**config.mk**
```make
export PLATFORM = sky130hd
export DESIGN_NAME = mrope_mod_cell
export DESIGN_NICKNAME = d
export VERILOG_FILES = /design/src/design/mrope_pkg.sv /design/src/design/mrope_mod_cell.sv
export SDC_FILE = /design/constraint.sdc
export NUM_CORES = 1
export LEC_CHECK = 0
export BUFFER_PORTS_ARGS = -buffer_cell sky130_fd_sc_hd__buf_4
export CAP_MARGIN = 20
export CELL_PAD_IN_SITES_DETAIL_PLACEMENT = 1
export CELL_PAD_IN_SITES_GLOBAL_PLACEMENT = 1
export CORE_MARGIN = 3
export CORE_UTILIZATION = 33
export CTS_CLUSTER_SIZE = 10
export DETAILED_ROUTE_END_ITERATION = 6
export GPL_ROUTABILITY_DRIVEN = 0
export MAX_ROUTING_LAYER = met4
export PLACE_DENSITY = 0.76
export SYNTH_ARGS = -nofsm -noshare
export SYNTH_HDL_FRONTEND = slang
export SYNTH_SLANG_ARGS = --single-unit
```
**constraint.sdc**
```tcl
create_clock -name clk -period 0.8 [get_ports clk]
set_input_delay 0 -clock clk [delete_from_list [all_inputs] [get_ports clk]]
set_output_delay 0 -clock clk [all_outputs]
set_load 0.02 [all_outputs]
```
**src/design/mrope_pkg.sv**
```systemverilog
// Package with item types, pipeline cell types, register codes and constant tables.
`default_nettype none
package mrope_pkg;

    localparam int MAX_HEAD_DIM      = 512;
    localparam int CORDIC_STAGES_DEF = 16;
    localparam int ATAN_ENTRIES      = 24;
    localparam int DIV_STAGES        = 30;
    localparam int EXP_STAGES        = 16;
    localparam int MOD_STAGES        = 15;

    localparam logic [32:0] TWO_PI_Q30     = 33'd6746518852;
    localparam logic [34:0] PI_Q30         = 35'd3373259426;
    localparam logic [34:0] HALF_PI_Q30    = 35'd1686629713;
    localparam logic [33:0] CORDIC_GAIN    = 34'd652032874;
    localparam logic [20:0] LOG2_10000_Q16 = 21'd870824;
    localparam logic [30:0] Q30_ONE        = 31'h4000_0000;

    typedef enum logic [2:0] {
        REG_MODE      = 3'd0,
        REG_SEC_T     = 3'd1,
        REG_SEC_H     = 3'd2,
        REG_SEC_W     = 3'd3,
        REG_HEAD      = 3'd4,
        REG_LOG2_BASE = 3'd5
    } cfg_reg_e;

    typedef struct packed {
        logic signed [15:0] x_first;
        logic signed [15:0] x_second;
        logic [7:0]         pair_index;
        logic [15:0]        pos_t;
        logic [15:0]        pos_h;
        logic [15:0]        pos_w;
    } x_item_t;

    typedef struct packed {
        logic signed [15:0] y_first;
        logic signed [15:0] y_second;
        logic               saturated;
    } y_item_t;

    // Fields that ride along the divider, exponent, reduction and CORDIC stages.
    typedef struct packed {
        logic               valid;
        logic signed [15:0] x_first;
        logic signed [15:0] x_second;
        logic [15:0]        pos;
    } side_t;

    typedef struct packed {
        side_t       side;
        logic [9:0]  size;
        logic [9:0]  rem;
        logic [29:0] num;
        logic [29:0] quo;
    } div_t;

    typedef struct packed {
        side_t       side;
        logic [29:0] e;
        logic [30:0] m;
    } exp_t;

    typedef struct packed {
        side_t       side;
        logic [46:0] v;
    } mod_t;

    typedef struct packed {
        side_t              side;
        logic               neg;
        logic signed [33:0] x;
        logic signed [33:0] y;
        logic signed [33:0] z;
    } cord_t;

    localparam logic [30:0] ATAN_Q30 [ATAN_ENTRIES] = '{
        31'd843314857, 31'd497837829, 31'd263043837, 31'd133525159,
        31'd67021687,  31'd33543516,  31'd16775851,  31'd8388437,
        31'd4194283,   31'd2097149,   31'd1048576,   31'd524288,
        31'd262144,    31'd131072,    31'd65536,     31'd32768,
        31'd16384,     31'd8192,      31'd4096,      31'd2048,
        31'd1024,      31'd512,       31'd256,       31'd128
    };

    function automatic logic [63:0] isqrt64(input logic [63:0] v_in);
        logic [63:0] v;
        logic [63:0] r;
        logic [63:0] b;
        v = v_in;
        r = '0;
        b = 64'h4000_0000_0000_0000;
        for (int i = 0; i < 32; i++)
        begin
            if (v >= r + b)
            begin
                v = v - (r + b);
                r = (r >> 1) + b;
            end
            else
            begin
                r = r >> 1;
            end
            b = b >> 2;
        end
        return r;
    endfunction

    // Q30 value of 2^(-2^-(k+1)); evaluated only at elaboration.
    function automatic logic [30:0] exp_tab(input int k);
        logic [63:0] t;
        t = isqrt64(64'd1 << 59);
        for (int j = 1; j < EXP_STAGES; j++)
        begin
            if (j <= k)
            begin
                t = isqrt64(t << 30);
            end
        end
        return t[30:0];
    endfunction

endpackage
`default_nettype wire

```
**src/design/mrope_mod_cell.sv**
```systemverilog
// One angle reduction cell: takes off 2*pi times 2^K when it fits.
`default_nettype none
module mrope_mod_cell #(
    parameter int K = 0
) (
    input  wire logic          clk,
    input  wire logic          rst_n,
    input  wire logic          en,
    input  wire mrope_pkg::mod_t d,
    output mrope_pkg::mod_t      q
);
    import mrope_pkg::*;

    localparam logic [47:0] SUB = 48'(TWO_PI_Q30) << K;

    mod_t st_reg;
    mod_t st_next;

    always_comb
    begin
        st_next = d;
        if ({1'b0, d.v} >= SUB)
        begin
            st_next.v = 47'({1'b0, d.v} - SUB);
        end
    end

    always_ff @(posedge clk or negedge rst_n)
    begin
        if (!rst_n)
        begin
            st_reg <= '0;
        end
        else if (en)
        begin
            st_reg <= st_next;
        end
    end

    assign q = st_reg;
endmodule
`default_nettype wire

```
# Word-level counts from Yosys, hierarchy flattened
# Cells that the tools add are included.
# W data, S select, Z words.
# totals
wordCells	8
input_bits	99
out_inout_bits	96
regBits	96
# classes
n_mux	1
order_cmp	1
n_addsub	1
# op_table
operator	count
$ge A47 B33 Y1 const B	1
$mux W47	1
$sub A47 B33 Y47 const B	1

# Longest topological paths before layout
# logic_depth
word_depth	2
ltp_mapped	11
mapped_depth_nobuf	9

# Least setup slack after synthesis
# No wires, ideal clock.
# synth_path
kind	input-to-reg
from	in d[34] in the netlist's numbering
to	reg st_reg, in the netlist q[11]
path_slack_ps	-1397
required_ps	663
cell_stages	10
arrival_ps	2060
setup_ps	137
path_buffers	3
cell_sequence	or3_4 -> or4_1 -> clkbuf_1 -> or3_4 -> a21oi_4 -> buf_4 -> buf_4 -> a21oi_1 -> xnor2_1 -> a21oi_1
# synth_between
elab_chain_len	2
# synth_lines
element	line	text
from (decl)	mrope_mod_cell.sv:9	input wire mrope_pkg::mod_t d,
$ge A47 B33 Y1	mrope_mod_cell.sv:22	if ({1'b0, d.v} >= SUB)
$mux W47	mrope_mod_cell.sv:22	
to (signal assigned)	mrope_mod_cell.sv:36	st_reg <= st_next;
to (decl)	mrope_mod_cell.sv:16	mod_t st_reg;
# No other way between the ends.
# A chain may end at the register's enable or synchronous reset.

# Final worst setup path
# layout_path
from	in d[24] in the netlist's numbering
to	reg st_reg, in the netlist q[38]
# layout_between
elab_chain_len	2
word_cells_on_any_way	3
cone_classes	1 x add/sub; 1 x order compare; 1 x mux
# layout_lines
element	line
$sub A47 B33 Y47 / $ge A47 B33 Y1 (equally long branches)	mrope_mod_cell.sv:24, mrope_mod_cell.sv:22
$mux W47 *	mrope_mod_cell.sv:22
# Mark *: on every way between the ends. The rest lies on a longest branch, timed or not.

==> results.json <==
{
  "status": "finished, violations left",
  "violations": "negative setup slack",
  "core-area_sq_um": 14100,
  "yosysUniqueCellTypes": 57,
  "critPathLaunchType": "input port",
  "critPathBufInv": 2,
  "final_layout_size_suffix_gt1_share_pct": 61.6,
  "crit_family": "simple AND/OR/NAND/NOR gates",
  "finalSetupTns_ps": -70520,
  "clk_latency_ps": 370,
  "worstPathMaxFanout": 8,
  "clk_pin_slew_ps": 70,
  "p_per_area_nw_per_um2": 1640,
  "largest_register_ff_count": 96,
  "worstMarginPinSlew_ps": 945,
  "max_slew_margin_pct": 36.6,
  "yosysTopAreaCell": "dfrtp_1",
  "grt_pass1_wl_um": 36700,
  "synth.most_common_cell": "dfrtp_1",
  "synth_area_leaders": "dfrtp_1, mux2_2, xnor2_1, a21oi_1, nor2_1",
  "route.detailed.drc": 0,
  "synth_ff_type": "dfrtp_1",
  "dieArea_sq_um": 16200,
  "ys_seq_area_share_pct": 49.5,
  "grt_pass1_vias": 6129,
  "min_period_ps": 2230,
  "critical_path_class": "input port to register",
  "syn_inst": 457,
  "finalWorstSetupSlack_ps": -1430,
  "skew_ps": 0,
  "whs_ps": 49.3,
  "p_seq_share_pct": 36.9,
  "antenna_left": 0,
  "crit_start": "d[24]",
  "crit_required_ps": 1060,
  "hold_viol": 0,
  "hold_class": "input port to register",
  "grt_overflow": 0,
  "n_fill_cell": 1423,
  "start_util_pct": 34.3,
  "combPwrFrac_pct": 33.3,
  "path_cells": "buf_4, nor4_1, nand3_1, nor3_1, o21ai_4, buf_4, a211oi_4, o21ai_1, a31oi_1",
  "die_y_um": 127,
  "design_area_sq_um": 9820,
  "setup_viol": 182,
  "dp_cells": 919,
  "dr_total_vias": 6142,
  "cts_root_buf": "clkbuf_16",
  "endpoint_kind": "register",
  "seqCellArea_sq_um": 2430,
  "leakage_nw": 4.33,
  "area_delta_synth_final_pct": 102,
  "numPortBuffers": 194,
  "multi_input_area_sq_um": 2960,
  "p_sw_mw": 5.30,
  "yosysWarnings": 0,
  "pwr-share-clk_pct": 29.8,
  "die_x_um": 127,
  "worstReg2RegStart": "q[2]$_DFFE_PN0P_",
  "first_pass_iters": 5,
  "drt_iter0_markers": 472,
  "max_freq_mhz": 448,
  "cts_buffer_depth": 2,
  "arrival_ps": 2500,
  "crit_slowest_cell": "nor3_1",
  "hpwl_um": 13900,
  "rsz0062_at_grt": "yes",
  "hold_start": "d[18]",
  "vias_per_cell": 5.89,
  "place_area_sq_um": 7430,
  "clock_sinks": 96,
  "synthTopCellsByCount": "dfrtp_1, a21oi_1, mux2_2, nor2_1, xnor2_1",
  "synth.avg_cell_area_sq_um": 10.6,
  "grt_start_max_net_pins": 36,
  "max_stage_delay_ps": 480,
  "syn_nets": 558,
  "final_nets": 958,
  "timing_max_transition_violations_final": 0,
  "htreeDepth": 3,
  "antenna_found_initial": 1,
  "synth-async-reset-ratio_pct": 100,
  "synth_edf_count": 0,
  "drt_wl_total_um": 31400,
  "period_share_pct": 279,
  "cts_inserted_buffers": 9,
  "critPathMostFrequentCell": "buf_4",
  "layout.cells.non_filler": 1043,
  "internal-power_mw": 10.8,
  "wl_per_cell_um": 30.1,
  "rows": 43,
  "p_sw_share_pct": 32.9,
  "vdd_drop_max_uv": 1100,
  "synthesis.area_sq_um": 4850,
  "ios": 195,
  "grt_usage_pct": 30.0,
  "ys_ff_latch": 96,
  "cts_tree": "built",
  "synthDominantCellAreaShare_pct": 49.5,
  "drv_cap": 0
}
path summary, 6_finish.rpt:
check | slack, ps | cells after the start | to
min in group asynchronous | 80 | 2 | q[62]$_DFFE_PN0P_
worst min-delay path | 50 | 4 | q[18]$_DFFE_PN0P_
worst max register to register | -230 | 2 | q[2]$_DFFE_PN0P_
worst min register to register | 540 | 1 | q[68]$_DFFE_PN0P_
worst max-delay path | -1430 | 9 | q[38]$_DFFE_PN0P_
max in group asynchronous | 220 | 3 | q[65]$_DFFE_PN0P_
cell families (layout without fill, tap and decap cells):
group | Yosys count | after routing | synth area share (%)
XOR/XNOR | 37 | 37 | 6.68
buffers and inverters | 31 | 436 | 2.68
other | 0 | 1 | 0
multiplexers | 53 | 53 | 12.3
adder cells (fa/ha/maj) | 2 | 2 | 0.516
AND/OR/NAND/NOR | 124 | 124 | 13.0
flip-flops | 96 | 96 | 49.5
AO/OA/AOI/OAI | 114 | 114 | 15.3
placed cells by master (no fill, tap or decap), drive strengths merged, types with 2 or more instances in the layout:
cell type / synthesis / layout
a2111oi: 3 / 3
a211oi: 9 / 9
a21boi: 5 / 5
a21oi: 55 / 55
a2bb2oi: 2 / 2
a31oi: 6 / 6
and2: 4 / 4
and4: 3 / 3
buf: 5 / 356
clkbuf: 20 / 14
dfrtp: 96 / 96
dlygate4sd3: 0 / 57
ha: 2 / 2
inv: 6 / 8
mux2: 53 / 53
nand2: 16 / 16
nand2b: 3 / 3
nand3: 5 / 5
nand4: 2 / 2
nand4b: 2 / 2
nor2: 54 / 54
nor2b: 4 / 4
nor3: 5 / 5
nor4: 7 / 7
o2111a: 2 / 2
o211ai: 5 / 5
o21a: 4 / 4
o21ai: 8 / 8
o21bai: 2 / 2
o31ai: 3 / 3
or2: 2 / 2
or3: 7 / 7
or4: 5 / 5
xnor2: 36 / 36
area by class of cell:
class / instances / share of cell area (%)
Timing Repair Buffer: 414 / 39.5
Inverter: 6 / 0.229
Clock inverter: 3 / 0.484
Tap cell: 180 / 2.29
Clock buffer: 13 / 2.65
Multi-Input combinational cell: 330 / 30.1
Sequential cell: 96 / 24.8
Antenna cell: 1 / 0.0255
power groups by stage:
| stage | Combinational, mW | Sequential (mW) | Clock (mW) |
|---|---|---|---|
| 5_1_grt | 5.57 | 5.98 | 5.01 |
| 2_1_floorplan | 1.01 | 6.40 | 0 |
| 3_5_place_dp | 3.79 | 5.81 | 0 |
| 4_1_cts | 4.62 | 5.82 | 4.63 |
| 3_3_place_gp | 3.69 | 5.77 | 0 |
| 6_report | 5.37 | 5.95 | 4.80 |
layer usage:
| layer | up-vias | part of all wire (%) | GRT usage (%) |
|---|---|---|---|
| met5 | - | 0 | - |
| met4 | 0 | 7.7 | 10.9 |
| met3 | 168 | 6.7 | 4.72 |
| met2 | 419 | 50 | 52.8 |
| met1 | 3093 | 36 | 34.6 |
| li1 | 2462 | - | - |
tightest hold or removal path, cell delays in order:
cell and delay (ps):
buf_4 80, buf_4 120, xnor2_1 110, a21oi_1 60
metrics by stage:
step	setup WS [ps]	total power [mW]	utilization [%]
2_1_floorplan	-1350	7.41	-
3_3_place_gp	-1580	9.46	52.5
3_5_place_dp	-1670	9.60	52.5
4_1_cts	-1110	15.1	64.7
5_1_grt	-1470	16.6	69.4
6_report	-1430	16.1	69.4
timing repair:
item	CTS	global route
endpoints found under the setup margin	144	182
setup buffers	25	26
cloned	0	1
hold endpoints to repair	152	0
gates resized for setup	158	95
pin swaps	34	44
hold buffers	57	0
Note: power is estimated with default switching activity, not from simulation.
