**src/design/mrope_pkg.sv**
```systemverilog
// Package with item types, pipeline cell types, register codes and constant tables.
`default_nettype none
package mrope_pkg;

    localparam int MAX_HEAD_DIM      = 512;
    localparam int CORDIC_STAGES_DEF = 16;
    localparam int ATAN_ENTRIES      = 24;
    localparam int DIV_STAGES        = 30;
    localparam int EXP_STAGES        = 16;
    localparam int MOD_STAGES        = 15;

    localparam logic [32:0] TWO_PI_Q30     = 33'd6746518852;
    localparam logic [34:0] PI_Q30         = 35'd3373259426;
    localparam logic [34:0] HALF_PI_Q30    = 35'd1686629713;
    localparam logic [33:0] CORDIC_GAIN    = 34'd652032874;
    localparam logic [20:0] LOG2_10000_Q16 = 21'd870824;
    localparam logic [30:0] Q30_ONE        = 31'h4000_0000;

    typedef enum logic [2:0] {
        REG_MODE      = 3'd0,
        REG_SEC_T     = 3'd1,
        REG_SEC_H     = 3'd2,
        REG_SEC_W     = 3'd3,
        REG_HEAD      = 3'd4,
        REG_LOG2_BASE = 3'd5
    } cfg_reg_e;

    typedef struct packed {
        logic signed [15:0] x_first;
        logic signed [15:0] x_second;
        logic [7:0]         pair_index;
        logic [15:0]        pos_t;
        logic [15:0]        pos_h;
        logic [15:0]        pos_w;
    } x_item_t;

    typedef struct packed {
        logic signed [15:0] y_first;
        logic signed [15:0] y_second;
        logic               saturated;
    } y_item_t;

    // Fields that ride along the divider, exponent, reduction and CORDIC stages.
    typedef struct packed {
        logic               valid;
        logic signed [15:0] x_first;
        logic signed [15:0] x_second;
        logic [15:0]        pos;
    } side_t;

    typedef struct packed {
        side_t       side;
        logic [9:0]  size;
        logic [9:0]  rem;
        logic [29:0] num;
        logic [29:0] quo;
    } div_t;

    typedef struct packed {
        side_t       side;
        logic [29:0] e;
        logic [30:0] m;
    } exp_t;

    typedef struct packed {
        side_t       side;
        logic [46:0] v;
    } mod_t;

    typedef struct packed {
        side_t              side;
        logic               neg;
        logic signed [33:0] x;
        logic signed [33:0] y;
        logic signed [33:0] z;
    } cord_t;

    localparam logic [30:0] ATAN_Q30 [ATAN_ENTRIES] = '{
        31'd843314857, 31'd497837829, 31'd263043837, 31'd133525159,
        31'd67021687,  31'd33543516,  31'd16775851,  31'd8388437,
        31'd4194283,   31'd2097149,   31'd1048576,   31'd524288,
        31'd262144,    31'd131072,    31'd65536,     31'd32768,
        31'd16384,     31'd8192,      31'd4096,      31'd2048,
        31'd1024,      31'd512,       31'd256,       31'd128
    };

    function automatic logic [63:0] isqrt64(input logic [63:0] v_in);
        logic [63:0] v;
        logic [63:0] r;
        logic [63:0] b;
        v = v_in;
        r = '0;
        b = 64'h4000_0000_0000_0000;
        for (int i = 0; i < 32; i++)
        begin
            if (v >= r + b)
            begin
                v = v - (r + b);
                r = (r >> 1) + b;
            end
            else
            begin
                r = r >> 1;
            end
            b = b >> 2;
        end
        return r;
    endfunction

    // Q30 value of 2^(-2^-(k+1)); evaluated only at elaboration.
    function automatic logic [30:0] exp_tab(input int k);
        logic [63:0] t;
        t = isqrt64(64'd1 << 59);
        for (int j = 1; j < EXP_STAGES; j++)
        begin
            if (j <= k)
            begin
                t = isqrt64(t << 30);
            end
        end
        return t[30:0];
    endfunction

endpackage
`default_nettype wire

```
**src/design/mrope_div_cell.sv**
```systemverilog
// One restoring division cell: produces one quotient bit of the exponent.
`default_nettype none
module mrope_div_cell #(
    parameter int K = 0
) (
    input  wire logic          clk,
    input  wire logic          rst_n,
    input  wire logic          en,
    input  wire mrope_pkg::div_t d,
    output mrope_pkg::div_t      q
);
    import mrope_pkg::*;

    div_t        st_reg;
    div_t        st_next;
    logic [10:0] trial;

    always_comb
    begin
        st_next = d;
        trial   = {d.rem, d.num[K]};
        if (trial >= {1'b0, d.size})
        begin
            st_next.rem    = 10'(trial - {1'b0, d.size});
            st_next.quo[K] = 1'b1;
        end
        else
        begin
            st_next.rem = trial[9:0];
        end
    end

    always_ff @(posedge clk or negedge rst_n)
    begin
        if (!rst_n)
        begin
            st_reg <= '0;
        end
        else if (en)
        begin
            st_reg <= st_next;
        end
    end

    assign q = st_reg;
endmodule
`default_nettype wire

```
**config.mk**
```make
export PLATFORM = sky130hd
export DESIGN_NAME = mrope_div_cell
export DESIGN_NICKNAME = d
export VERILOG_FILES = /design/src/design/mrope_pkg.sv /design/src/design/mrope_div_cell.sv
export SDC_FILE = /design/constraint.sdc
export NUM_CORES = 1
export LEC_CHECK = 0
export BUFFER_PORTS_ARGS = -buffer_cell sky130_fd_sc_hd__buf_2
export CAP_MARGIN = 30
export CORE_ASPECT_RATIO = 0.9
export CORE_MARGIN = 2
export CORE_UTILIZATION = 50
export CTS_CLUSTER_SIZE = 25
export DETAILED_ROUTE_END_ITERATION = 10
export GPL_TIMING_DRIVEN = 0
export PLACE_DENSITY = 0.95
export SYNTH_ARGS = -nofsm -noshare
export SYNTH_HDL_FRONTEND = slang
export SYNTH_SLANG_ARGS = --single-unit
export TNS_END_PERCENT = 50
```
**constraint.sdc**
```tcl
create_clock -name clk -period 1.9 [get_ports clk]
set_clock_uncertainty 0.05 [all_clocks]
set_input_delay 0.095 -clock clk [delete_from_list [all_inputs] [get_ports clk]]
set_output_delay 0.095 -clock clk [all_outputs]
set_load 0.01 [all_outputs]
```
Word-level counts from Yosys, hierarchy flattened. Cells that the tools add are included.

Add/subtract/negate cells: 1. $lt $le $gt $ge: 1. Multiplexer cells: 2.

Operators with widths (number): greater-or-equal comparator 11 x 10 -> 1 bit (1); two-way mux 10 bit (1); subtractor 10 bit (1); two-way mux 1 bit (1).

Flip-flop bits (word level): 129. Bits of input ports: 132. Output and inout bits: 129. Logic and storage cells: 12.

Logic depth before layout (Yosys ltp). Gate-level depths: netlist (run 1).

Depth after elaboration: 2. Depth in mapped cells: 9. Depth with buffers taken out: 9.

Least setup slack after synthesis (run 1). OpenSTA, ideal clock, no wires.

Kind: input-to-reg. Start point: input d[73] (netlist name). End point: register st_reg, in the netlist q[62]. Library setup time: 137 ps. Arrival: 1535 ps. Required time: 1713 ps. Slack: 178 ps. Stages: 9. Path buffers: 1. Cells stage by stage: inv_1 > ha_1 > o211ai_1 > a21oi_2 > o2111ai_2 > a41oi_4 > buf_6 > mux2i_1 > a21oi_1.

Cells in the longest elaborated chain, start to end: 2.

Ends and longest elaborated chain: start: declaration (RTL line mrope_div_cell.sv:9) `input wire mrope_pkg::div_t d,`; greater-or-equal comparator 11 x 10 -> 1 bit (RTL line mrope_div_cell.sv:22) `if (trial >= {1'b0, d.size})`; two-way mux 10 bit (RTL line mrope_div_cell.sv:22); end signal: assignment (RTL line mrope_div_cell.sv:41) `st_reg <= st_next;`; end: declaration (RTL line mrope_div_cell.sv:14) `div_t st_reg;`.

Every way passes these cells. A chain may end at the register's enable or synchronous reset.

Worst setup path after layout (run 1).
Start point: input d[79] (netlist name). End point: register st_reg, in the netlist q[61].

Same word-level chain as after synthesis.

==> results of run 1 <==
==> Yosys cell counts, types with 2 or more instances <==
cell	instances	area, um^2
a211oi_1	2	15.0
a21oi_1	12	60.1
clkbuf_1	14	52.6
dfrtp_1	129	3230
ha_1	10	125
inv_1	12	45.0
mux2_2	120	1350
mux2i_1	7	70.1
nand2_1	6	22.5
nand2b_1	5	31.3
nand4_1	2	12.5
nor2_1	17	63.8
nor3_1	2	10.0
o21ai_0	3	15.0
o2bb2ai_1	3	26.3
xnor2_1	4	35.0
xor2_1	2	17.5
==> placed cells by master (no fill, tap or decap), drive strengths merged, types with 2 or more instances in the layout <==
master,instances
mux2,121
a211oi,2
mux2i,7
nand2,6
xor2,2
xnor2,4
dlygate4sd3,126
ha,10
nand4,2
buf,263
a21oi,13
dfrtp,129
inv,15
clkbuf,34
o2bb2ai,3
nand2b,5
bufinv,2
clkinvlp,5
o21ai,3
nor2,17
nor3,2
==> metrics by stage <==
| step | setup TNS, ps | cell area, um^2 | hold WS, ps |
|---|---|---|---|
| after global placement | -98840 | 6800 | 276 |
| after CTS | 0 | 8690 | 18.4 |
| after floorplan | 0 | 5340 | -251 |
| after global routing | 0 | 8700 | 52.5 |
| after detailed placement | -1210 | 6830 | 26.9 |
| final | 0 | 8700 | 37.4 |
==> per-layer routing <==
metal,share of wire,track usage,vias to the layer above
met1,0.35,0.377,2452
li1,-,-,2096
met5,0,0,-
met3,0.076,0.0985,59
met2,0.54,0.650,287
met4,0.036,0.156,0
==> what timing repair did <==
item                                    CTS  global route
hold buffers                            126             0
endpoints found under the setup margin    0             8
gates resized for setup                   0             2
buffers inserted                          0             1
hold endpoints to repair                176             0
==> path summary, 6_finish.rpt <==
kind,cells after the start,slack (ps),to,startpoint
setup / recovery,9,100,q[61],d[79]
hold reg to reg,1,450,q[47],q[47]
setup reg to reg,1,1010,q[106],q[106]
min in group asynchronous,2,180,q[73],rst_n
hold / removal,3,40,q[62],d[61]
max in group asynchronous,3,870,q[110],rst_n
==> cell families after synthesis <==
family                     count (synthesis)  share of synthesized area
DFF                                      129                      0.605
and+or+nand+nor                           34                     0.0286
muxes                                    128                      0.268
xor gates and xnor gates                   6                    0.00984
AOI/OAI and AO/OA                         29                     0.0403
adders and majority gates                 11                     0.0272
buffers and inverters                     28                     0.0211
==> report_power, final <==
| group | total, uW | switching [uW] | internal [uW] |
|---|---|---|---|
| clock network | 3290 | 1250 | 2040 |
| registers | 3240 | 193 | 3050 |
| logic | 1600 | 779 | 819 |
| total | 8120 | 2220 | 5900 |
==> tightest hold or removal path, delay by kind of cell <==
kind / cells / cell delay (ps)
buffers and inverters: 1 / 100
muxes: 1 / 80
AOI/OAI and AO/OA: 1 / 160
==> area by class of cell <==
class                           instances  share of cell area
Clock buffer                           20              0.0536
Clock inverter                         11              0.0148
Buffer                                 16             0.00776
Tap cell                              129              0.0185
Sequential cell                       129               0.371
Inverter                               12             0.00517
Timing Repair Buffer                  387               0.299
Antenna cell                            1            0.000287
Multi-Input combinational cell        208               0.230
==> metrics.txt, run 1 <==
nets=914; P_leak=0.00419 uW; Most used DFF post-synth=dfrtp_1; Mapped Cells=365; max-slew violation count=0; Worst path max stage delay=540 ps; worst skew pair latency=400 ps; # rows=35; synthesized area=5340 um^2; Worst-Margin Slew=711 ps; Tmin final=1800 ps; vias in the first global route=5510; Core ar.=10300 um^2; initial antenna violation count=1; Synthesized Nets=508; htree depth=4; antenna-violating nets left=0; Worst slew margin=0.526; Detailed Place HPWL=10800 um; first-pass GRT wire length=30100 um; worst hold-check path type=in2reg; flop and latch count out of synthesis=129; CP required=2140 ps; via count=4894; Synth Area per Inst=14.6 um^2; number of vias per cell=5.36; Buffers on Ports=259; Critical path buffers and inverters=4; grt ovf=0; FMAX=0.556 GHz; FF+latch area=3230 um^2; Sink Count=129; Largest register FFs=129; Final GP Congestion=0.904; sequence of cells on the critical path=dlygate4sd3_1, buf_2, inv_1, ha_1, nor3_2, a41oi_4, buf_4, mux2i_1, mux2_2; clock-pin transition on the worst setup and hold timing paths=60 ps; Die H=102 um; Setup crit end kind=flop; final hold violations=0; Crit-path slowest cell=dlygate4sd3_1; max cap viols=0; failing checks=design-rule violations; status=finished with violations; filler cell count in the final layout=468; Cell variety after synth=32; final WL=19900 um; footprint of the multi-input gates=2010 um^2; GRT Overall Usage=0.350; Synth-to-Final Area Change=63.0%; final period utilization=0.947; warnings from Yosys=0; Clk Tree Root Cell=clkbuf_16; Post-Place Cells=754; RSZ-0062 raised after global routing=false; Top Family by Delay on Critical Path=buffers and inverters; VDD IR max=0.000799 V; layout cell share with drive strength beyond 1=0.534; DRC viols=14; DRT iter0 DRCs=307; Final WS setup=100 ps; final non-filler cell total=913; Initial DRT Pass Iterations=8; Core Util, Final=0.842; worst setup path class=in2reg; WP data arrival=2040 ps; # IOs=261; Post-synth EDFFs=0; DR WL/cell=21.8 um; Num CTS Buffers=17; Die ar.=11500 um^2; peak fanout along the critical path=4; CP startpoint kind=input port; Pwr Density=933 nW/um^2; Clock Tree Buf Depth=2; fraction of registers with async set/reset=1.00; Initial Util=0.517; largest net degree at the start of global routing=78; CTS tree=built; DIE WIDTH=113 um; post-place setup slack=-183 ps; sequential share of the synthesized area=0.605; Final Setup Violations=0; Pwr Total=8120 uW
(Power assumes the default switching activity.)
==> run 2: changes to the inputs <==
--- a/config.mk
+++ b/config.mk
@@ -10,6 +10,7 @@
 export CORE_ASPECT_RATIO = 0.9
 export CORE_MARGIN = 2
 export CORE_UTILIZATION = 50
+export CTS_BUF_LIST = sky130_fd_sc_hd__clkbuf_16
 export CTS_CLUSTER_SIZE = 25
 export DETAILED_ROUTE_END_ITERATION = 10
 export GPL_TIMING_DRIVEN = 0
==> metrics.txt, run 2 (same netlist as run 1, synthesis figures left out) <==
status=finished with violations (unchanged); failing checks=design-rule violations, negative setup slack (was design-rule violations); Pwr Total=8010 uW (was 8120 uW); Largest register FFs=129 (unchanged); hold path endpoint=q[62] (unchanged); Worst-Margin Slew=681 ps (was 711 ps); Initial DRT Pass Iterations=7 (was 8); Num CTS Buffers=17 (unchanged); dpl cell area=6830 um^2 (unchanged); final WL=19900 um (about the same); Sink Count=129 (unchanged); max-slew violation count=0 (unchanged); CTS tree=built (unchanged); final hold violations=0 (unchanged); DIE WIDTH=113 um (unchanged); Final WS setup=-7.86 ps (was 100 ps); clock-pin transition on the worst setup and hold timing paths=60 ps (about the same); CP required=2110 ps (was 2140 ps); WP data arrival=2120 ps (was 2040 ps); VDD IR max=0.000762 V (was 0.000799 V); vias in the first global route=5569 (was 5510); worst hold-check path type=in2reg (unchanged); FF-to-FF End=q[67] (was q[106]); most common cell after layout, fill and taps aside=buf_2 (unchanged); layout cell share with drive strength beyond 1=0.529 (was 0.534); Core Util, Final=0.838 (was 0.842); grt ovf=0 (unchanged); nets=913 (was 914); P_leak=0.00416 uW (was 0.00419 uW); Detailed Place HPWL=10800 um (unchanged); max cap viols=0 (unchanged); Critical path buffers and inverters=4 (unchanged); # diodes=0 (was 1); GRT Overall Usage=0.349 (was 0.350); Worst path max stage delay=550 ps (was 540 ps); Post-Place Cells=754 (unchanged); Initial Util=0.517 (unchanged); worst skew pair latency=410 ps (was 400 ps); htree depth=4 (unchanged); Crit-path slowest cell=dlygate4sd3_1 (unchanged); # IOs=261 (unchanged); via count=4940 (was 4894); postcts setup bufs=0 (unchanged); reg2reg start=q[67] (was q[106]); Flop pwr share=0.404 (was 0.399); Clk Tree Root Cell=clkbuf_16 (unchanged); Core ar.=10300 um^2 (unchanged); Sw Share=0.279 (was 0.273); first-pass GRT wire length=30000 um (was 30100 um); sequence of cells on the critical path=dlygate4sd3_1, buf_2, inv_1, ha_1, nor3_2, a41oi_4, buf_6, mux2i_2, a21oi_1 (was dlygate4sd3_1, buf_2, inv_1, ha_1, nor3_2, a41oi_4, buf_4, mux2i_1, mux2_2); hold path startpoint=d[61] (unchanged); WHS Path Cells=3 (unchanged); Buffers on Ports=259 (unchanged); Worst slew margin=0.546 (was 0.526); worst setup path class=in2reg (unchanged); R2R Setup Slk=980 ps (was 1010 ps); antenna-violating nets left=0 (unchanged); Final GP Congestion=0.904 (unchanged); Die H=102 um (unchanged); Logic pwr share=0.200 (was 0.197); peak fanout along the critical path=10 (was 4); Die ar.=11500 um^2 (unchanged); DRT iter0 DRCs=295 (was 307); final non-filler cell total=911 (was 913); Clock Tree Buf Depth=2 (unchanged); FF-to-FF path depth=2 (was 1); CP startpoint kind=input port (unchanged); Setup crit end kind=flop (unchanged); Synth-to-Final Area Change=62.3% (was 63.0%); initial antenna violation count=0 (was 1); internal power=5780 uW (was 5900 uW); Hold WS=46.7 ps (was 37.4 ps); number of vias per cell=5.42 (was 5.36); largest net degree at the start of global routing=78 (unchanged); Pwr Density=925 nW/um^2 (was 933 nW/um^2); final period utilization=1.00 (was 0.947); DRC viols=14 (unchanged); clock share of power=0.396 (was 0.405); FMAX=0.524 GHz (was 0.556 GHz); Tmin final=1910 ps (was 1800 ps); Final Setup Violations=1 (was 0); switching power=2230 uW (was 2220 uW); Finished Cell Area=8670 um^2 (was 8700 um^2); Top Family by Delay on Critical Path=buffers and inverters (unchanged); most frequent cells in the layout=buf_2 (258), dfrtp_1 (129), dlygate4sd3_1 (126) (unchanged); # rows=35 (unchanged); DR WL/cell=21.8 um (about the same)
[run 2: worst register-to-register path, stage by stage (launching register included)]
cell	delay (ps)
dfrtp_1	410
o2bb2ai_1	150
o21bai_1	190
[run 2: stage by stage]
stage          setup TNS [ps]  setup slack (ps)
3_3_place_gp           -98840              -771
2_1_floorplan               0               178
4_1_cts                     0               160
5_1_grt                 -49.0             -27.3
6_report                -7.86             -7.86
3_5_place_dp            -1210              -183
[run 2: worst max path at each step]
stage,startpoint,to,slack [ps],depth (start not counted)
CTS,d[68],q[62],160,8
detailed placement,d[75],q[64],-180,10
global route,d[79],q[63],-30,9
global placement,rst_n,q[109],-770,1
floorplan,d[73],q[62],180,9
finish,d[79],q[63],-8,9
[run 2: area by class of cell]
cell class | count | area (um^2)
clock inverters | 14 | 140
plain buffers | 16 | 67.6
clock buffers | 17 | 425
flip-flops and latches | 129 | 3230
well taps | 129 | 161
repair buffers | 386 | 2590
fillers | 476 | 1670
inverters | 12 | 45.0
multi-input cells | 208 | 2010
[run 2: layer usage]
metal / vias up / GRT usage / share of wire
met5: - / 0 / 0
met2: 316 / 0.643 / 0.53
li1: 2090 / - / -
met1: 2447 / 0.365 / 0.35
met4: 0 / 0.187 / 0.052
met3: 87 / 0.102 / 0.067
[run 2: timing repair]
action / in CTS / in global routing
hold buffers: 126 / 0
endpoints found under the setup margin: 0 / 2
gates resized for setup: 0 / 2
hold endpoints to repair: 176 / 0
[run 2: power by group through the flow]
stage / Combinational (uW) / Sequential, uW / Clock (uW)
after floorplan: 511 / 3380 / 0
after global placement: 1230 / 3220 / 0
after detailed placement: 1300 / 3240 / 0
after CTS: 1520 / 3200 / 3170
after global routing: 1700 / 3270 / 3330
final: 1600 / 3240 / 3170
