<file path="config.mk">
export PLATFORM = sky130hd
export DESIGN_NAME = mrope_exp_cell
export DESIGN_NICKNAME = d
export VERILOG_FILES = /design/src/design/mrope_pkg.sv /design/src/design/mrope_exp_cell.sv
export SDC_FILE = /design/constraint.sdc
export NUM_CORES = 1
export LEC_CHECK = 0
export ABC_AREA = 1
export BUFFER_PORTS_ARGS = -buffer_cell sky130_fd_sc_hd__buf_2
export CORE_UTILIZATION = 35
export DETAILED_ROUTE_END_ITERATION = 12
export PLACE_DENSITY = 0.64
export SLEW_MARGIN = 40
export SYNTH_ARGS = -nofsm -noshare
export SYNTH_HDL_FRONTEND = slang
export SYNTH_SLANG_ARGS = --single-unit
</file>
<file path="constraint.sdc">
create_clock -name clk -period 1 [get_ports clk]
set_input_delay 0.2 -clock clk [delete_from_list [all_inputs] [get_ports clk]]
set_output_delay 0.2 -clock clk [all_outputs]
set_load 0.01 [all_outputs]
</file>
<file path="src/design/mrope_pkg.sv">
// Package with item types, pipeline cell types, register codes and constant tables.
`default_nettype none
package mrope_pkg;

    localparam int MAX_HEAD_DIM      = 512;
    localparam int CORDIC_STAGES_DEF = 16;
    localparam int ATAN_ENTRIES      = 24;
    localparam int DIV_STAGES        = 30;
    localparam int EXP_STAGES        = 16;
    localparam int MOD_STAGES        = 15;

    localparam logic [32:0] TWO_PI_Q30     = 33'd6746518852;
    localparam logic [34:0] PI_Q30         = 35'd3373259426;
    localparam logic [34:0] HALF_PI_Q30    = 35'd1686629713;
    localparam logic [33:0] CORDIC_GAIN    = 34'd652032874;
    localparam logic [20:0] LOG2_10000_Q16 = 21'd870824;
    localparam logic [30:0] Q30_ONE        = 31'h4000_0000;

    typedef enum logic [2:0] {
        REG_MODE      = 3'd0,
        REG_SEC_T     = 3'd1,
        REG_SEC_H     = 3'd2,
        REG_SEC_W     = 3'd3,
        REG_HEAD      = 3'd4,
        REG_LOG2_BASE = 3'd5
    } cfg_reg_e;

    typedef struct packed {
        logic signed [15:0] x_first;
        logic signed [15:0] x_second;
        logic [7:0]         pair_index;
        logic [15:0]        pos_t;
        logic [15:0]        pos_h;
        logic [15:0]        pos_w;
    } x_item_t;

    typedef struct packed {
        logic signed [15:0] y_first;
        logic signed [15:0] y_second;
        logic               saturated;
    } y_item_t;

    // Fields that ride along the divider, exponent, reduction and CORDIC stages.
    typedef struct packed {
        logic               valid;
        logic signed [15:0] x_first;
        logic signed [15:0] x_second;
        logic [15:0]        pos;
    } side_t;

    typedef struct packed {
        side_t       side;
        logic [9:0]  size;
        logic [9:0]  rem;
        logic [29:0] num;
        logic [29:0] quo;
    } div_t;

    typedef struct packed {
        side_t       side;
        logic [29:0] e;
        logic [30:0] m;
    } exp_t;

    typedef struct packed {
        side_t       side;
        logic [46:0] v;
    } mod_t;

    typedef struct packed {
        side_t              side;
        logic               neg;
        logic signed [33:0] x;
        logic signed [33:0] y;
        logic signed [33:0] z;
    } cord_t;

    localparam logic [30:0] ATAN_Q30 [ATAN_ENTRIES] = '{
        31'd843314857, 31'd497837829, 31'd263043837, 31'd133525159,
        31'd67021687,  31'd33543516,  31'd16775851,  31'd8388437,
        31'd4194283,   31'd2097149,   31'd1048576,   31'd524288,
        31'd262144,    31'd131072,    31'd65536,     31'd32768,
        31'd16384,     31'd8192,      31'd4096,      31'd2048,
        31'd1024,      31'd512,       31'd256,       31'd128
    };

    function automatic logic [63:0] isqrt64(input logic [63:0] v_in);
        logic [63:0] v;
        logic [63:0] r;
        logic [63:0] b;
        v = v_in;
        r = '0;
        b = 64'h4000_0000_0000_0000;
        for (int i = 0; i < 32; i++)
        begin
            if (v >= r + b)
            begin
                v = v - (r + b);
                r = (r >> 1) + b;
            end
            else
            begin
                r = r >> 1;
            end
            b = b >> 2;
        end
        return r;
    endfunction

    // Q30 value of 2^(-2^-(k+1)); evaluated only at elaboration.
    function automatic logic [30:0] exp_tab(input int k);
        logic [63:0] t;
        t = isqrt64(64'd1 << 59);
        for (int j = 1; j < EXP_STAGES; j++)
        begin
            if (j <= k)
            begin
                t = isqrt64(t << 30);
            end
        end
        return t[30:0];
    endfunction

endpackage
`default_nettype wire

</file>
<file path="src/design/mrope_exp_cell.sv">
// One exponent cell: multiplies by 2^(-2^-(K+1)) when its fraction bit is set.
`default_nettype none
module mrope_exp_cell #(
    parameter int K = 0
) (
    input  wire logic          clk,
    input  wire logic          rst_n,
    input  wire logic          en,
    input  wire mrope_pkg::exp_t d,
    output mrope_pkg::exp_t      q
);
    import mrope_pkg::*;

    localparam logic [30:0] TAB = exp_tab(K);

    exp_t        st_reg;
    exp_t        st_next;
    logic [61:0] prod;

    always_comb
    begin
        st_next = d;
        prod    = 62'(d.m) * 62'(TAB);
        if (d.e[EXP_STAGES-1-K])
        begin
            st_next.m = prod[60:30];
        end
    end

    always_ff @(posedge clk or negedge rst_n)
    begin
        if (!rst_n)
        begin
            st_reg <= '0;
        end
        else if (en)
        begin
            st_reg <= st_next;
        end
    end

    assign q = st_reg;
endmodule
`default_nettype wire

</file>
-- Word-level counts from Yosys, hierarchy flattened
Cells that the tools add are included.
- word-level logic and storage cells: 8
- flip-flop bits (word level): 110
- bits of input ports: 113
- output and inout bits: 110
- multipliers: 1
- multiplexer cells: 1
- operators with widths (cell ; count):
    $mul A31 B28 Y59 const B ; 1
    $mux W31 ; 1

-- Logic depth before layout (Yosys ltp)
Gate-level depths: netlist (run 1).
- word-level depth: 2
- gate-level depth with buffers: 28
- mapped depth without buffers: 28

-- Worst setup path before layout (run 1)
Ideal clock, no wire load.
- kind: in2reg
- start: input d[20] in the netlist's numbering
- end: register st_reg (netlist bit q[26])
- library setup time: 0.117 ns
- data arrival time: 5.030 ns
- setup slack: -4.147 ns
- stages: 26
- cell sequence: ha_1 > fa_1 > inv_1 > fa_1 > inv_1 > fa_1 > inv_1 > fa_1 > inv_1 > fa_1 > inv_1 > fa_1 > inv_1 > ha_1 > nand2_2 > nor2_4 > inv_2 > nor2_4 > inv_2 > nor2_2 > and2_1 > nand2_1 > nand3_1 > nand3_1 > nand2_1 > nand2_1
- word-level cells in the longest chain between the ends: 2
- RTL lines (what ; RTL line ; source):
    start, declared ; mrope_exp_cell.sv:9 ; input wire mrope_pkg::exp_t d,
    $mul A31 B28 Y59 ; mrope_exp_cell.sv:23 ; prod = 62'(d.m) * 62'(TAB);
    $mux W31 ; mrope_exp_cell.sv:24 ; if (d.e[EXP_STAGES-1-K])
    end signal, assigned ; mrope_exp_cell.sv:38 ; st_reg <= st_next;
    end, declared ; mrope_exp_cell.sv:16 ; exp_t st_reg;
No other way between the ends.
A chain may end at the register's enable or synchronous reset.

-- Worst setup path after layout (run 1)
- start: input d[23] in the netlist's numbering
- end: register st_reg (netlist bit q[6])
The elaborated chain is that of the path after synthesis.

==> summary.md, run 1 <==
| Metric | Value |
|---|---|
| Worst-skew pair later-pin latency | `0.36 ns` |
| Peak Freq | `198.2 MHz` |
| Most frequent cells in the layout | `inv_1 (730), nand2_1 (638), buf_4 (327), fa_1 (280), ha_1 (265)` |
| ANT nets after route | `0` |
| Crit path max fanout | `4` |
| Slew @ Worst Pin | `0.3662 ns` |
| Root Buffer | `clkbuf_16` |
| Boundary pin count | `223` |
| HPWL Detailed | `58,470 um` |
| Hold EP | `q[91]` |
| Row cnt | `90` |
| Initial antenna violation count | `0` |
| Initial Util | `0.3533` |
| Crit path max-delay family | `adder cells` |
| Critical Path Sink Type | `flop` |
| Clk_skew | `0 ns` |
| Failing checks | `negative setup slack` |
| Die height | `248.6 um` |
| Area Growth Syn to Fin | `37.98%` |
| Critical Path Max Stage Delay | `0.55 ns` |
| Filler Cell Count | `5,634` |
| Min Tclk post-route | `5.046 ns` |
| Die X | `248.6 um` |
| Port bufs | `222` |
| Min-delay worst type | `input pin to flop` |
| CTS tree | `built` |
| Vias in the first global route | `19.35k` |
| Share of the synthesized area in the top cell type | `0.2869` |
| DIE AREA | `0.06180 mm^2` |
| Fin nets | `4,078` |
| R2R Setup Slk | `0.07 ns` |
| Final Cycle Share | `5.046` |
| Max FFs per register | `110` |
| Placed Area | `0.02637 mm^2` |
| Synthesized area | `0.02128 mm^2` |
| Final Hold Fails | `0` |
| # setup viols final | `141` |
| Pin count of the biggest net entering global routing | `50` |
| Total Routing Usage GR | `0.2234` |
| Routed wire length | `67,560 um` |
| CP most frequent cell | `fa_1` |
| WP data required | `1.27 ns` |
| Synth unique cells | `32` |
| Critical Path Source Type | `input pin` |
| Rel. slew slack | `0.7533` |
| Reg-to-reg endpoint | `q[7]` |
| Area contributors post-synth | `fa_1 (29%), ha_1 (21%), nand2_1 (14%), inv_1 (14%), dfrtp_1 (13%)` |
| WS Path Type | `input pin to flop` |
| Data arrival, critical path | `5.31 ns` |
| Wire length per cell | `16.49 um` |
| CTS Sinks | `110` |
| Seq/Total Area, Yosys | `0.1293` |
| Post-synth net total | `3,526` |
| Slew Viols, Final | `0` |
| Grt total ovfl | `0` |
| Hold Crit Start | `d[91]` |
| Initial DRC Count | `1,022` |
| Global-route wire length before repair | `106,700 um` |
| Level count of the clock H-tree | `3` |
| Outcome | `finished, violations left` |
| Post-synthesis register bit count | `110` |
| Post-route cell area | `0.02937 mm^2` |
| Syn. warnings | `0` |
| Clock transition at path regs | `0.08 ns` |
| Post-route DRC | `0` |
| Yosys top cell by area | `fa_1` |
| DR vias/cell | `4.537` |
| Hold depth | `3` |
| RSZ-0062 raised after global routing | `yes` |
| Routability cong. | `0.9795` |
| CP max-delay cell | `fa_1` |
| Initial DRT Pass Iterations | `5` |
| CORE AREA | `0.06025 mm^2` |
| Gate Count Post-Synth | `2,759` |
| Setup TNS | `-132.51 ns` |
| Worst Path Buf+Inv | `9` |
| Final WS setup | `-4.046 ns` |
| CTS Buf Count | `9` |
| Clk buf depth | `2` |
| Maxcap violations | `0` |
| Cells on worst reg2reg path | `4` |
| Diode count | `0` |
| Worst reg2reg startpoint | `q[7]` |
| Syn avg cell area | `7.714 um^2` |
| Share of cells above drive strength 1 | `0.3341` |
| Most common cell after layout, fill and taps aside | `inv_1` |
| Vias | `18.59k` |
-- layout make-up --
cell class,instances,area (um^2),area share
inverter,828,3131,0.1066
timing repair buffer,571,4543,0.1547
clock inverter,6,62.56,0.002130
clock buffer,10,239.0,0.008138
tap,782,978.4,0.03332
multi-input combinational,1791,17660,0.6012
sequential,110,2756,0.09386
-- worst reg2reg max path, stage by stage (launching register included) --
cell	delay (ns)
dfrtp_1	0.43
buf_4	0.15
nand2_1	0.05
nand2_1	0.04
o21bai_1	0.14
-- how the worst max path moves through the flow --
stage	startpoint	depth (start not counted)	to	slack, ns
2_1_floorplan	d[29]	23	q[29]	-3.84
3_3_place_gp	d[17]	24	q[13]	-4.62
3_5_place_dp	d[17]	24	q[13]	-4.68
4_1_cts	d[24]	24	q[22]	-3.95
5_1_grt	d[3]	27	q[2]	-4.19
6_report	d[23]	27	q[6]	-4.05
-- routing by layer --
metal | vias up | wire length (um) | part of all wire | track usage
met4 | 0 | 2713 | 0.040 | 0.07418
met5 | - | 0 | 0 | 0
met2 | 425 | 33140 | 0.49 | 0.3911
met1 | 8935 | 28870 | 0.43 | 0.2889
li1 | 9123 | - | - | -
met3 | 109 | 2832 | 0.042 | 0.02062
-- cell usage after synthesis --
master,count
clkinv_1,2
inv_2,17
nand3b_1,2
o21a_1,1
buf_1,1
nand2_2,7
and3_1,2
nor2_1,86
a21o_1,8
nor2_2,17
a21oi_1,60
a31oi_1,1
o21ai_1,4
o21bai_1,5
inv_1,809
nor3_2,3
nor2_4,6
buf_4,1
and2_1,2
o21ai_0,7
o211ai_1,1
fa_1,305
nor3_1,4
nand4_1,13
ha_1,349
xor2_1,26
dfrtp_1,110
nand3_1,68
xnor2_1,4
nand2_1,810
buf_2,3
clkbuf_1,25
-- logic make-up (layout without fill, tap and decap cells) --
kind of cell	Yosys count	count (layout)	synth area share
AND/OR/NAND/NOR	1020	1020	0.1923
buffers and inverters	858	1415	0.1517
adder cells (fa/ha/maj)	654	654	0.4921
XOR/XNOR	30	30	0.01235
flip-flops	110	110	0.1293
AO/OA/AOI/OAI	87	87	0.02228
-- per-stage QoR --
step | std cells | hold slack [ns] | setup slack (ns) | util
after floorplan | 2759 | -0.09559 | -3.843 | -
after global placement | 4009 | 0.08208 | -4.621 | 0.4376
after detailed placement | 4009 | 0.08020 | -4.675 | 0.4376
after CTS | 4064 | 0.01150 | -3.954 | 0.4702
after global routing | 4098 | 0.01355 | -4.191 | 0.4874
final | 4098 | 0.02611 | -4.046 | 0.4874
-- timing repair --
item,in CTS,in global routing
resized for setup,349,234
endpoints found under the setup margin,141,141
endpoints found under the hold margin,61,0
setup buffers,40,36
pin swaps,193,141
hold buffers,1,0
Power of run 1 is not shown: default switching activity piles up to over one toggle a cycle in this logic, so the estimate is an artifact.
==> run 2, diff against run 1 <==
--- a/config.mk
+++ b/config.mk
@@ -7,9 +7,9 @@
 export LEC_CHECK = 0
 export ABC_AREA = 1
 export BUFFER_PORTS_ARGS = -buffer_cell sky130_fd_sc_hd__buf_2
-export CORE_UTILIZATION = 35
+export CORE_UTILIZATION = 55
 export DETAILED_ROUTE_END_ITERATION = 12
-export PLACE_DENSITY = 0.64
+export PLACE_DENSITY = 0.87
 export SLEW_MARGIN = 40
 export SYNTH_ARGS = -nofsm -noshare
 export SYNTH_HDL_FRONTEND = slang
==> run 2 against run 1 <==
Compared with the run above: the run still ends with negative setup slack left; critical path depth grew 1; final area decreased by 0.54%; wire length is 28% higher.
==> summary.md, run 2 (synthesized netlist as in run 1, its figures left out) <==
| Metric | Value |
|---|---|
| CP most frequent cell | `inv_1` |
| Initial Util | `0.5624` |
| Placed Area | `0.02609 mm^2` |
| Outcome | `finished, violations left` |
| Slew Viols, Final | `0` |
| Wire length per cell | `22.29 um` |
| Share of cells above drive strength 1 | `0.3309` |
| Die X | `198.7 um` |
| ANT nets after route | `0` |
| Most frequent cells in the layout | `inv_1 (729), nand2_1 (670), buf_4 (369), fa_1 (281), ha_1 (266)` |
| Min Tclk post-route | `5.534 ns` |
| Critical Path Sink Type | `flop` |
| Hold Crit Start | `d[48]` |
| Busiest grt layer | `met2` |
| Crit path max-delay family | `adder cells` |
| Vias | `22.10k` |
| Clk buf depth | `2` |
| Max FFs per register | `110` |
| Post-route DRC | `0` |
| Worst reg2reg startpoint | `q[84]` |
| Final Hold Fails | `0` |
| Port bufs | `222` |
| Cells on worst reg2reg path | `4` |
| Final core occ | `0.7718` |
| Final WS setup | `-4.534 ns` |
| Post-route cell area | `0.02921 mm^2` |
| CP max-delay cell | `fa_1` |
| Level count of the clock H-tree | `3` |
| Slew @ Worst Pin | `0.5085 ns` |
| Total Routing Usage GR | `0.3916` |
| Worst-skew pair later-pin latency | `0.37 ns` |
| Peak Freq | `180.7 MHz` |
| Initial DRT Pass Iterations | `10` |
| Hold EP | `q[48]` |
| CTS Buf Count | `9` |
| Boundary pin count | `223` |
| DR vias/cell | `5.698` |
| Area Growth Syn to Fin | `37.23%` |
| Diode count | `0` |
| RSZ-0062 raised after global routing | `yes` |
| Row cnt | `71` |
| Initial DRC Count | `2,652` |
| R2R Setup Slk | `0.06 ns` |
| Met3 usage | `0.09681` |
| Initial antenna violation count | `3` |
| Min-delay worst type | `input pin to flop` |
| Clock transition at path regs | `0.07 ns` |
| DIE AREA | `0.03949 mm^2` |
| Met2 Use GR | `0.6409` |
| Hold depth | `3` |
| Routed wire length | `86,460 um` |
| Met1 usage | `0.4429` |
| CTS tree | `built` |
| Clk_skew | `0 ns` |
| Fin nets | `4,130` |
| Final hold slack | `0.03752 ns` |
| Worst Path Buf+Inv | `10` |
| Die height | `198.7 um` |
| Final Cycle Share | `5.534` |
| Pin count of the biggest net entering global routing | `32` |
| Critical Path Max Stage Delay | `0.52 ns` |
| Maxcap violations | `0` |
| WP data required | `1.24 ns` |
| Routability cong. | `1.093` |
| Global-route wire length before repair | `115,200 um` |
| Grt total ovfl | `0` |
| CORE AREA | `0.03784 mm^2` |
| Data arrival, critical path | `5.77 ns` |
| Failing checks | `negative setup slack` |
| Reg-to-reg endpoint | `q[84]` |
| HPWL Detailed | `61,290 um` |
| Critical Path Source Type | `input pin` |
| Setup TNS | `-142.84 ns` |
| Most common cell after layout, fill and taps aside | `inv_1` |
| Vias in the first global route | `21.99k` |
| CTS Sinks | `110` |
| Crit path max fanout | `4` |
| # setup viols final | `141` |
| Rel. slew slack | `0.6584` |
| WS Path Type | `input pin to flop` |
| Root Buffer | `clkbuf_16` |
-- run 2: changes by cell type in the layout (fill, tap and decap cells not counted), moves of 4 or more --
cell,before,now
buf_6,81,86
buf_4,327,369
buf_2,136,140
nand2_1,638,670
ha_2,7,11
ha_4,77,72
nand2_2,146,119
nor2_4,47,41
nor2_2,17,10
nor2_1,45,58
nand2_4,32,26
-- run 2: metal layers --
metal | vias up | part of all wire
met5 | - | 0.00036
met3 | 807 | 0.11
met1 | 10330 | 0.32
met4 | 4 | 0.11
li1 | 9217 | -
met2 | 1737 | 0.45
-- run 2: worst max path at each step --
stage | to | slack, ns | start | cells after the start
global route | q[4] | -4.67 | d[21] | 28
finish | q[4] | -4.53 | d[21] | 28
CTS | q[29] | -4.11 | d[19] | 27
global placement | q[2] | -4.61 | d[18] | 26
floorplan | q[29] | -3.84 | d[29] | 23
detailed placement | q[2] | -4.69 | d[17] | 27
-- run 2: worst min-delay path, stage by stage --
cell and delay [ns]:
buf_2 0.07, nand2_1 0.04, nand2_1 0.05
-- run 2: final cells by class --
cell class	instances	area, um^2
timing repair buffer	623	4965
multi-input combinational	1791	17440
clock buffer	9	225.2
fill	2160	8637
inverter	828	3127
clock inverter	6	53.80
sequential	110	2759
tap	511	639.4
-- run 2: stage by stage --
| step | worst slack (ns) | std cells |
|---|---|---|
| floorplan | -3.843 | 2759 |
| global placement | -4.614 | 3750 |
| detailed placement | -4.686 | 3750 |
| CTS | -4.113 | 3821 |
| global route | -4.675 | 3878 |
| finish | -4.534 | 3878 |
-- run 2: timing repair --
action,4_1_cts,5_1_grt
gates cloned,0,0
setup buffers,55,58
hold buffers,1,0
endpoints found under the hold margin,105,0
resized for setup,250,278
endpoints found under the setup margin,141,141
pin swaps,132,171
Power of run 2 is left out for the same reason.
